<file path="config.mk">
export PLATFORM = sky130hd
export DESIGN_NAME = sorted_unique_list_engine
export DESIGN_NICKNAME = d
export VERILOG_FILES = /design/src/rtl/sule_pkg.sv /design/src/rtl/sule_ctrl.sv /design/src/rtl/sule_dp.sv /design/src/rtl/sorted_unique_list_engine.sv
export SDC_FILE = /design/constraint.sdc
export NUM_CORES = 1
export LEC_CHECK = 0
export ABC_AREA = 1
export BUFFER_PORTS_ARGS = -buffer_cell sky130_fd_sc_hd__buf_2
export CAP_MARGIN = 30
export CELL_PAD_IN_SITES_DETAIL_PLACEMENT = 0
export CELL_PAD_IN_SITES_GLOBAL_PLACEMENT = 1
export CORE_ASPECT_RATIO = 1.25
export CORE_MARGIN = 2
export CORE_UTILIZATION = 44
export CTS_BUF_LIST = sky130_fd_sc_hd__clkbuf_4
export DETAILED_ROUTE_END_ITERATION = 6
export PLACE_DENSITY_LB_ADDON = 0.2
export SETUP_SLACK_MARGIN = 0.4
export SLEW_MARGIN = 20
export SYNTH_ARGS = -nofsm -noshare
export SYNTH_HDL_FRONTEND = slang
export SYNTH_HIERARCHICAL = 1
export SYNTH_SLANG_ARGS = --single-unit
</file>
<file path="constraint.sdc">
create_clock -name clk -period 4.15 [get_ports clk]
set_input_delay 1.245 -clock clk [delete_from_list [all_inputs] [get_ports clk]]
set_output_delay 1.245 -clock clk [all_outputs]
set_load 0.03 [all_outputs]
</file>
<file path="src/rtl/sule_pkg.sv">
// ----------------------------------------------------------------------------
// sule_pkg: shared types and constants for the sorted unique list engine
// Request and status codes, default sizing, controller/datapath interface.
// ----------------------------------------------------------------------------
`timescale 1ns / 1ps
`default_nettype none

package sule_pkg;

  localparam int DATA_W           = 32;
  localparam int REQ_W            = 2;
  localparam int STAT_W           = 2;
  localparam int OUT_W            = 6;
  localparam int DEFAULT_CAPACITY = 32;

  // request codes
  localparam logic [REQ_W-1:0] REQ_INSERT = 2'd0;
  localparam logic [REQ_W-1:0] REQ_REMOVE = 2'd1;
  localparam logic [REQ_W-1:0] REQ_SEARCH = 2'd2;

  // result status codes
  localparam logic [STAT_W-1:0] ST_DONE    = 2'd0;
  localparam logic [STAT_W-1:0] ST_PRESENT = 2'd1;
  localparam logic [STAT_W-1:0] ST_ABSENT  = 2'd2;
  localparam logic [STAT_W-1:0] ST_FULL    = 2'd3;

  // controller -> datapath
  typedef struct packed {
    logic              load;      // capture request, open search window
    logic              look_rd;   // read entry at window midpoint
    logic              step;      // compare read data, narrow window
    logic              sh_init;   // set shift pointer
    logic              sh_rd;     // read neighbor of shift pointer
    logic              sh_wr;     // write read data at shift pointer, advance
    logic              fix;       // insert: place value, count up; remove: count down
    logic              res_set;   // latch status code
    logic [STAT_W-1:0] res_code;
    logic              emit;      // load the result register
  } cmd_t;

  // datapath -> controller
  typedef struct packed {
    logic srch_done;
    logic hit;
    logic full;
    logic is_ins;
    logic is_rem;
    logic sh_more;
    logic out_busy;
  } sts_t;

endpackage

`default_nettype wire

</file>
<file path="src/rtl/sule_ctrl.sv">
// ----------------------------------------------------------------------------
// sule_ctrl: request sequencer
// Steps the binary search, the shift loop and the result hand-off.
// ----------------------------------------------------------------------------
`timescale 1ns / 1ps
`default_nettype none

module sule_ctrl (
  input  wire logic          clk,
  input  wire logic          rst,
  input  wire logic          req_valid,
  output logic               req_stall,
  input  wire sule_pkg::sts_t sts,
  output sule_pkg::cmd_t     cmd
);
  import sule_pkg::*;

  localparam logic [3:0] S_IDLE  = 4'd0;
  localparam logic [3:0] S_LOOK  = 4'd1;
  localparam logic [3:0] S_CMP   = 4'd2;
  localparam logic [3:0] S_DEC   = 4'd3;
  localparam logic [3:0] S_SHCHK = 4'd4;
  localparam logic [3:0] S_SHRD  = 4'd5;
  localparam logic [3:0] S_SHWR  = 4'd6;
  localparam logic [3:0] S_FIX   = 4'd7;
  localparam logic [3:0] S_EMIT  = 4'd8;

  logic [3:0] state, state_next;

  assign req_stall = (state != S_IDLE);

  always_comb begin
    state_next = state;
    cmd        = '0;
    unique case (state)
      S_IDLE: begin
        if (req_valid) begin
          cmd.load   = 1'b1;
          state_next = S_LOOK;
        end
      end
      S_LOOK: begin
        if (sts.srch_done) begin
          state_next = S_DEC;
        end else begin
          cmd.look_rd = 1'b1;
          state_next  = S_CMP;
        end
      end
      S_CMP: begin
        cmd.step   = 1'b1;
        state_next = S_LOOK;
      end
      S_DEC: begin
        cmd.res_set = 1'b1;
        if (sts.is_ins) begin
          if (sts.hit) begin
            cmd.res_code = ST_PRESENT;
            state_next   = S_EMIT;
          end else if (sts.full) begin
            cmd.res_code = ST_FULL;
            state_next   = S_EMIT;
          end else begin
            cmd.res_code = ST_DONE;
            cmd.sh_init  = 1'b1;
            state_next   = S_SHCHK;
          end
        end else if (sts.is_rem) begin
          if (sts.hit) begin
            cmd.res_code = ST_DONE;
            cmd.sh_init  = 1'b1;
            state_next   = S_SHCHK;
          end else begin
            cmd.res_code = ST_ABSENT;
            state_next   = S_EMIT;
          end
        end else begin
          cmd.res_code = sts.hit ? ST_DONE : ST_ABSENT;
          state_next   = S_EMIT;
        end
      end
      S_SHCHK: begin
        state_next = sts.sh_more ? S_SHRD : S_FIX;
      end
      S_SHRD: begin
        cmd.sh_rd  = 1'b1;
        state_next = S_SHWR;
      end
      S_SHWR: begin
        cmd.sh_wr  = 1'b1;
        state_next = S_SHCHK;
      end
      S_FIX: begin
        cmd.fix    = 1'b1;
        state_next = S_EMIT;
      end
      S_EMIT: begin
        if (!sts.out_busy) begin
          cmd.emit   = 1'b1;
          state_next = S_IDLE;
        end
      end
      default: begin
        state_next = S_IDLE;
      end
    endcase
  end

  always_ff @(posedge clk) begin
    if (rst) begin
      state <= S_IDLE;
    end else begin
      state <= state_next;
    end
  end

endmodule

`default_nettype wire

</file>
<file path="src/rtl/sule_dp.sv">
// ----------------------------------------------------------------------------
// sule_dp: list storage and search/shift datapath
// Single-port-pair entry memory, search window, shift pointer, result register.
// ----------------------------------------------------------------------------
`timescale 1ns / 1ps
`default_nettype none

module sule_dp #(
  parameter int CAPACITY = sule_pkg::DEFAULT_CAPACITY
) (
  input  wire logic                            clk,
  input  wire logic                            rst,
  input  wire logic [sule_pkg::REQ_W-1:0]      req_type,
  input  wire logic signed [sule_pkg::DATA_W-1:0] value,
  input  wire logic                            rsp_stall,
  output logic                                 rsp_valid,
  output logic [sule_pkg::STAT_W-1:0]          status,
  output logic [sule_pkg::OUT_W-1:0]           position,
  output logic [sule_pkg::OUT_W-1:0]           count,
  input  wire sule_pkg::cmd_t                  cmd,
  output sule_pkg::sts_t                       sts
);
  import sule_pkg::*;

  localparam int AW = $clog2(CAPACITY);
  localparam int CW = $clog2(CAPACITY + 1);

  logic signed [DATA_W-1:0] mem [CAPACITY];
  logic signed [DATA_W-1:0] rdata;

  logic [REQ_W-1:0]         req;
  logic signed [DATA_W-1:0] val;
  logic [CW-1:0]            n_ent;
  logic [CW-1:0]            lo, hi, ptr;
  logic [AW-1:0]            mid_q;
  logic                     hit;
  logic [STAT_W-1:0]        res_code;

  logic [CW:0]              mid_sum;
  logic [AW-1:0]            mid;
  logic                     is_ins, is_rem;
  logic [AW-1:0]            rd_addr, wr_addr, sh_rd_addr;
  logic                     rd_en, wr_en;
  logic signed [DATA_W-1:0] wr_data;

  assign mid_sum = {1'b0, lo} + {1'b0, hi};
  assign mid     = mid_sum[AW:1];
  assign is_ins  = (req == REQ_INSERT);
  assign is_rem  = (req == REQ_REMOVE);

  // insert moves entry ptr-1 up to ptr; remove moves entry ptr+1 down to ptr
  assign sh_rd_addr = is_ins ? AW'(ptr - CW'(1)) : AW'(ptr + CW'(1));
  assign rd_en      = cmd.look_rd | cmd.sh_rd;
  assign rd_addr    = cmd.sh_rd ? sh_rd_addr : mid;
  assign wr_en      = cmd.sh_wr | (cmd.fix & is_ins);
  assign wr_addr    = cmd.sh_wr ? AW'(ptr) : AW'(lo);
  assign wr_data    = cmd.sh_wr ? rdata : val;

  always_ff @(posedge clk) begin
    if (rd_en) begin
      rdata <= mem[rd_addr];
    end
    if (wr_en) begin
      mem[wr_addr] <= wr_data;
    end
  end

  // search window and shift pointer
  always_ff @(posedge clk) begin
    if (cmd.load) begin
      req <= req_type;
      val <= value;
      lo  <= '0;
      hi  <= n_ent;
      hit <= 1'b0;
    end
    if (cmd.look_rd) begin
      mid_q <= mid;
    end
    if (cmd.step) begin
      if (rdata < val) begin
        lo <= CW'(mid_q) + CW'(1);
      end else begin
        hi  <= CW'(mid_q);
        hit <= (rdata == val);
      end
    end
    if (cmd.sh_init) begin
      ptr <= is_ins ? n_ent : lo;
    end else if (cmd.sh_wr) begin
      ptr <= is_ins ? ptr - CW'(1) : ptr + CW'(1);
    end
    if (cmd.res_set) begin
      res_code <= cmd.res_code;
    end
  end

  always_ff @(posedge clk) begin
    if (rst) begin
      n_ent <= '0;
    end else if (cmd.fix) begin
      n_ent <= is_ins ? n_ent + CW'(1) : n_ent - CW'(1);
    end
  end

  // result register
  always_ff @(posedge clk) begin
    if (rst) begin
      rsp_valid <= 1'b0;
    end else if (cmd.emit) begin
      rsp_valid <= 1'b1;
    end else if (!rsp_stall) begin
      rsp_valid <= 1'b0;
    end
  end

  always_ff @(posedge clk) begin
    if (cmd.emit) begin
      status   <= res_code;
      position <= OUT_W'(lo);
      count    <= OUT_W'(n_ent);
    end
  end

  always_comb begin
    sts.srch_done = (lo == hi);
    sts.hit       = hit;
    sts.full      = (n_ent == CW'(CAPACITY));
    sts.is_ins    = is_ins;
    sts.is_rem    = is_rem;
    sts.sh_more   = is_ins ? (ptr > lo) : (({1'b0, ptr} + (CW+1)'(1)) < {1'b0, n_ent});
    sts.out_busy  = rsp_valid & rsp_stall;
  end

endmodule

`default_nettype wire

</file>
<file path="src/rtl/sorted_unique_list_engine.sv">
// ----------------------------------------------------------------------------
// sorted_unique_list_engine: ascending list of distinct signed 32-bit values
// Holds up to CAPACITY distinct values in ascending signed order in an
// on-chip memory with one read and one write port. A request transaction is
// an insert, a remove or a search; each gives exactly one response
// transaction carrying a status (done/found, already present, not present,
// list full), the position of the first entry not smaller than the value
// (taken before any change) and the entry count after the request. The
// position is found by a binary search over the memory, each probe a read
// and then a compare since the read data is registered; an insert then
// moves every larger entry up one slot and a remove moves every later entry
// down one slot, each moved entry a check, a read and a write, through
// the same memory ports. One request is in work at a time; req_stall stays
// high from acceptance until the result is loaded into the response
// register, and a new request is accepted while that result still waits
// downstream. The memory needs no clearing after reset: only entries below
// the count are ever read. An unused request code acts as a search.
// ----------------------------------------------------------------------------
`timescale 1ns / 1ps
`default_nettype none

module sorted_unique_list_engine #(
  parameter int CAPACITY = sule_pkg::DEFAULT_CAPACITY
) (
  input  wire logic                               clk,
  input  wire logic                               rst,
  // request channel
  input  wire logic                               req_valid,
  output logic                                    req_stall,
  input  wire logic [sule_pkg::REQ_W-1:0]         req_type,
  input  wire logic signed [sule_pkg::DATA_W-1:0] value,
  // response channel
  output logic                                    rsp_valid,
  input  wire logic                               rsp_stall,
  output logic [sule_pkg::STAT_W-1:0]             status,
  output logic [sule_pkg::OUT_W-1:0]              position,
  output logic [sule_pkg::OUT_W-1:0]              count
);
  import sule_pkg::*;

  cmd_t cmd;
  sts_t sts;

  // sequencer: search probes, shift loop, result hand-off
  sule_ctrl u_ctrl (
    .clk       (clk),
    .rst       (rst),
    .req_valid (req_valid),
    .req_stall (req_stall),
    .sts       (sts),
    .cmd       (cmd)
  );

  // entry memory, search window, count and response register
  sule_dp #(
    .CAPACITY (CAPACITY)
  ) u_dp (
    .clk       (clk),
    .rst       (rst),
    .req_type  (req_type),
    .value     (value),
    .rsp_stall (rsp_stall),
    .rsp_valid (rsp_valid),
    .status    (status),
    .position  (position),
    .count     (count),
    .cmd       (cmd),
    .sts       (sts)
  );

  // a finished result never overwrites one that is still waiting
  a_emit_free: assert property (@(posedge clk) disable iff (rst)
    cmd.emit |-> !sts.out_busy)
    else $error("result loaded over a stalled response");

  // an insert only places a value when there is room
  a_fix_room: assert property (@(posedge clk) disable iff (rst)
    (cmd.fix && sts.is_ins) |-> !sts.full)
    else $error("insert into a full list");

  // a full status is only reported with the list at capacity
  a_full_count: assert property (@(posedge clk) disable iff (rst)
    (rsp_valid && status == ST_FULL) |-> (count == OUT_W'(CAPACITY)))
    else $error("full status with room left");

  // one request at a time: acceptance closes the request channel
  a_one_req: assert property (@(posedge clk) disable iff (rst)
    (req_valid && !req_stall) |=> req_stall)
    else $error("request channel open while a request is in work");

endmodule

`default_nettype wire

</file>
# Word level (Yosys, flattened, before mapping)
# Memories as Yosys holds them, arrays and structs flattened. A register that Yosys moved wholly into a read port is not among the register bits.
# Index checks and enable logic that the tools add are counted.
classes:
  addsub: 7
  n_lt_le_gt_ge: 3
  eq_ne: 15
  n_mux: 54
  bitwise: 4
  n_reduce_logical: 5
ops:
  columns: ["cell", "n"]
  rows:
  - ["6-bit two-way mux", 11]
  - ["4-bit one-hot mux with 9 select lines", 1]
  - ["32-bit equality test", 1]
  - ["32-bit less-than comparator", 1]
  - ["32-bit two-way mux", 1]
  - ["4-bit two-way mux", 7]
  - ["1-bit two-way mux", 25]
  - ["4-bit by 3-bit equality test with 1-bit output (second input constant)", 4]
  - ["5-bit two-way mux", 3]
  - ["6-bit by 1-bit adder with 6-bit output (second input constant)", 2]
  - ["6-bit by 1-bit subtractor with 6-bit output (second input constant)", 2]
  - ["2-bit two-way mux", 5]
  - ["4-bit by 2-bit equality test with 1-bit output (second input constant)", 2]
  - ["6-bit by 1-bit adder with 7-bit output (second input constant)", 1]
  - ["7-bit by 6-bit less-than comparator with 1-bit output", 1]
  - ["5-bit by 1-bit adder with 6-bit output (second input constant)", 1]
  - ["6-bit adder", 1]
  - ["6-bit equality test", 1]
  - ["6-bit equality test (second input constant)", 1]
  - ["6-bit greater-than comparator", 1]
  - ["4-bit by 1-bit equality test with 1-bit output (second input constant)", 1]
  - ["4-bit equality test (second input constant)", 1]
  - ["4-bit logical NOT", 1]
  - ["2-bit inequality test (second input constant)", 2]
  - ["other kinds (9)", 11]
totals:
  ff_bits: 85
  ramBits: 1024
  inputBits: 38
  n_memories: 1
mem_list:
  columns: ["name", "depth", "width", "read_ports", "rd_clocked_by_memory_dff", "wr", "line_no", "source"]
  rows:
  - ["u_dp.mem", 32, 32, 1, 1, 1, "sule_dp.sv:28", "logic signed [DATA_W-1:0] mem [CAPACITY];"]

# Logic depth before layout (Yosys ltp)
logic_depth:
  word_depth: 6
  depth_mapped: 19
  ltp_nobuf: 17

# Modules after synthesis
# Netlist, hierarchy kept.
by_module_without_submodules:
  columns: ["module", "n_inst", "cells_per_inst", "area_each_um2"]
  rows:
  - ["sule_dp", 1, 4710, 48749.3]
  - ["sule_ctrl", 1, 59, 344.1]

# Worst setup path before layout
# OpenSTA, ideal clock, no wires.
synth_timing:
  kind: "in2reg"
  from: "in req_valid"
  to: "reg u_dp.hi[2]"
  arrival_ps: 3604
  required_ps: 4036
  setup_slack_ps: 432
  cell_stages: 7
  path_buffers: 2
  cell_sequence: "inv_1 nor2_1 clkbuf_1 clkbuf_1 a21oi_1 nand2_1 nand2_1"
synth_rtl:
  columns: ["element", "line_no", "source"]
  rows:
  - ["start: declaration", "sorted_unique_list_engine.sv:28", "input wire logic req_valid,"]
  - ["end signal: assignment", "sule_dp.sv:74", "hi <= n_ent;"]
  - ["end signal: assignment", "sule_dp.sv:84", "hi <= CW'(mid_q);"]
  - ["end: declaration", "sule_dp.sv:34", "logic [CW-1:0] lo, hi, ptr;"]

# Worst setup path in the final report
layout_timing:
  from: "reg u_ctrl.state[0]"
  to: "out req_stall"
layout_via:
  elab_chain_len: 1
layout_rtl:
  columns: ["element", "line_no", "source"]
  rows:
  - ["start: declaration", "sule_ctrl.sv:28", "logic [3:0] state, state_next;"]
  - ["start signal: assignment", "sule_ctrl.sv:113", "state <= state_next;"]
  - ["4-bit nonzero test", "sule_ctrl.sv:30", "assign req_stall = (state != S_IDLE);"]
  - ["end: declaration", "sorted_unique_list_engine.sv:29", "output logic req_stall,"]
# No other way between the ends.

==> summary.txt <==
Status
  – Status: complete, no violations

Clocking
  – Clock buffer count from CTS: 304
  – Register clock-pin slew on the reported worst setup and hold paths: around 0.06 ns
  – Maximum buffer depth of the clock tree: 4
  – Worst skew pair latency: between 1 and 1.5 ns
  – CTS Root Cell: clkbuf_4
  – Resize count post-CTS: 0
  – H-tree level count: 5
  – Post-CTS setup-driven buffer insertion count: 0
  – Hold-fix buffers, CTS: 0
  – TritonCTS clock tree: built
  – Clock sink count: ~1,100

Setup path
  – Worst Path Max Fanout: 6
  – Worst setup path class: flip-flop to primary output
  – Req. time, crit path: between 2 and 3 ns
  – Maximum cell stage delay along the critical path: about 0.37 ns
  – Slowest library cell on the worst path: dfxtp_1
  – Arrival time of data at the critical path endpoint: between 2 and 2.5 ns
  – Kind of end point of the critical path: primary output
  – Cell chain of the critical path: nor2_2 -> nand2_1 -> buf_2
  – CP startpoint kind: flip-flop

STA
  – Number of endpoints with negative hold slack in the final report: 0
  – Shortest clock period the worst path allows after layout: 3.39 ns
  – Slew Limit Fails: 0
  – RSZ-0062 raised after global routing: no
  – Final cycle utilization of the critical path: a little over 80%
  – Max Clock Skew: 0.0750 ns
  – Remaining max-slew budget at the tightest pin: between 30 and 40%
  – Final setup violation count: 0
  – Worst-margin pin slew: around 0.99 ns
  – Achievable clock frequency: 295 MHz
  – Final TNS setup: 0 ns

Floorplan
  – Height of the die: about 380 µm
  – Placeable core region: 111,000 µm²
  – Starting utilization of the core area: between 40 and 50%
  – I/O pin total: 54
  – Width of the die: about 300 µm
  – Die footprint: 114,000 µm²
  – Std cell rows: ~140

Power and ir drop
  – Power, Total: between 30 and 40 mW
  – Pwr/cell area: about 690 nW/µm²
  – Static leakage power: roughly 23 nW
  – Maximum vdd ir drop: just over 700 µV

Routing
  – Via-to-Cell Ratio: between 5 and 6
  – Number of detailed-route iterations in the first pass: 5
  – Number of nets still failing antenna checks after routing: 0
  – Routed WL: between 100,000 and 150,000 µm
  – Avg WL per Cell: 21.7 µm
  – Number of design-rule violations left by the first detailed-router iteration: between 2,000 and 3,000
  – Number of vias in the routed layout: about 34,000
  – Post-route DRC: 0

Logic synthesis
  – Cells taking the most area after synthesis: edfxtp_1, nand2_1, nand3_1, buf_2, ha_1
  – Cells after synthesis: 4,769
  – Library cell with the highest instance count after synthesis: nand2_1
  – Most frequently used flop master after synthesis: edfxtp_1
  – Mapped Nets: roughly 4,900
  – Mean instance size in the synthesized netlist: 10.3 µm²
  – Post-synth EDFFs: between 1,000 and 1,500
  – Cell type with the largest total area after synthesis: edfxtp_1
  – Post-synth top area share: approximately 68%
  – Synth Register Bits: around 1,100
  – Register area share after synthesis: between 60% and 70%
  – Netlist cell types: 39
  – Share of synthesized registers carrying an async set or reset: 0%
  – Post-synth top cells: nand2_1, edfxtp_1, nand3_1, buf_2, inv_1
  – Cell area after synthesis: between 40,000 and 50,000 µm²
  – Warnings, synthesis: 6

GRT
  – Residual overflow from global routing: 0
  – Largest net degree at the start of global routing: around 110
  – Initial antenna violation count: 3
  – Overall fraction of global-route tracks in use: approximately 26%
  – Wire length of the first global-routing pass: between 200,000 and 250,000 µm
  – Via count of the first global-routing pass: around 33,000

Finish
  – Fillers: just over 10,000
  – Final Cell Area: roughly 56,000 µm²
  – Layout cell share with drive strength beyond 1: 14.0%
  – Final net count: between 5,000 and 6,000
  – Layout overhead on the synthesized area: 13.8%

Placement
  – Total of buffers placed on input and output ports: 53
  – Routability-driven placement congestion ratio: around 0.8
  – Detailed Place HPWL: 80,300 µm
  – Placed instance area: approximately 52,000 µm²

Worst hold path
  – Tightest Hold Check Type: primary input to flip-flop

Job
  – Count of max-cap constraint violations: 0
[sequential cells by signal, indices dropped and copies added, names as in the netlist, 6 cells and up]
| register | flops |
|---|---|
| u_dp/mem | 1024 |
| u_dp/rdata | 32 |
| u_dp/val | 32 |
| u_dp/count | 6 |
| u_dp/hi | 6 |
| u_dp/lo | 6 |
| u_dp/n_ent | 6 |
| u_dp/position | 6 |
| u_dp/ptr | 6 |
[layout make-up]
cell class / instances / area [µm²] / share of cell area, %
diodes: 4 / 10.0 / 0.0179
clock buffers: 421 / 3160 / 5.66
clock inverters: 79 / 313 / 0.560
inverters: 109 / 418 / 0.748
multi-input cells: 3285 / 14000 / 25.1
flip-flops and latches: 1141 / 34000 / 60.9
well taps: 1459 / 1830 / 3.27
repair buffers: 210 / 2130 / 3.80
[cell usage in the layout, fill, tap and decap left out, types with 3 or more instances in the layout]
cell	Yosys	final
buf_12	0	46
o211ai_1	3	3
buf_4	15	96
xnor2_1	4	4
clkbuf_4	0	421
a21oi_1	36	36
inv_2	5	9
dfxtp_1	24	24
o21ai_4	0	17
ha_1	55	55
nand4_1	17	17
nor2_4	2	35
o21ai_1	6	6
nand3_1	223	223
nand2_1	2761	2760
buf_6	0	5
clkinv_2	0	14
o21ai_0	63	31
diode_2	0	4
edfxtp_1	1117	1117
xor2_1	11	11
inv_1	103	103
nor2_1	72	39
buf_8	0	9
nor3_1	7	7
buf_2	188	53
o21ai_2	2	17
nor2_2	4	4
clkinv_1	1	61
[critical path, delay by kind of cell (launching register included)]
kind / cells / cell delay (ns)
buf+inv: 1 / 0.21
flops: 1 / 0.37
simple gates: 2 / 0.41
[metal layers]
| layer | up-vias | track usage [%] | share of wire [%] |
|---|---|---|---|
| met2 | 988 | 44.0 | 50 |
| met4 | 0 | 9.36 | 2.8 |
| met3 | 213 | 5.48 | 6.0 |
| met1 | 16400 | 32.1 | 41 |
| li1 | 16500 | - | - |
| met5 | - | 0 | 0 |
[final timing paths]
path                            slack, ns             start  depth (start not counted)          endpoint
worst max-delay path                 0.76   u_ctrl/state[0]                          3         req_stall
worst min-delay path                 0.21         value[27]                          1      u_dp/val[27]
worst max register to register       0.79   u_ctrl/state[2]                         10  u_dp/mem[18][21]
worst min register to register       0.45  u_dp/res_code[0]                          0    u_dp/status[0]
[cells by family (layout without fill, tap and decap cells)]
family | after synthesis | after routing | share of synthesized area [%]
flip-flops | 1141 | 1141 | 69.3
AO/OA/AOI/OAI | 118 | 118 | 1.28
AND/OR/NAND/NOR | 3095 | 3095 | 24.4
other | 0 | 4 | 0
buffers and inverters | 343 | 819 | 3.22
XOR/XNOR | 15 | 15 | 0.268
adder cells (fa/ha/maj) | 57 | 57 | 1.48
[report_power, final]
| group | switching, mW | internal, mW |
|---|---|---|
| Combinational | 11.4 | 4.67 |
| Sequential | 0.227 | 13.2 |
| Clock | 4.49 | 4.66 |
| Total | 16.2 | 22.5 |
[through the flow]
step	utilization (%)	worst slack [ns]	cells	hold slack, ns
3_5_place_dp	47.2	0.779	6204	0.436
4_1_cts	50.3	0.587	6704	0.0685
6_report	50.3	0.763	6708	0.209
5_1_grt	50.3	0.515	6708	0.0955
2_1_floorplan	-	0.432	4769	0.400
3_3_place_gp	46.9	0.798	6189	0.444
Note: power is estimated with default switching activity, not from simulation.
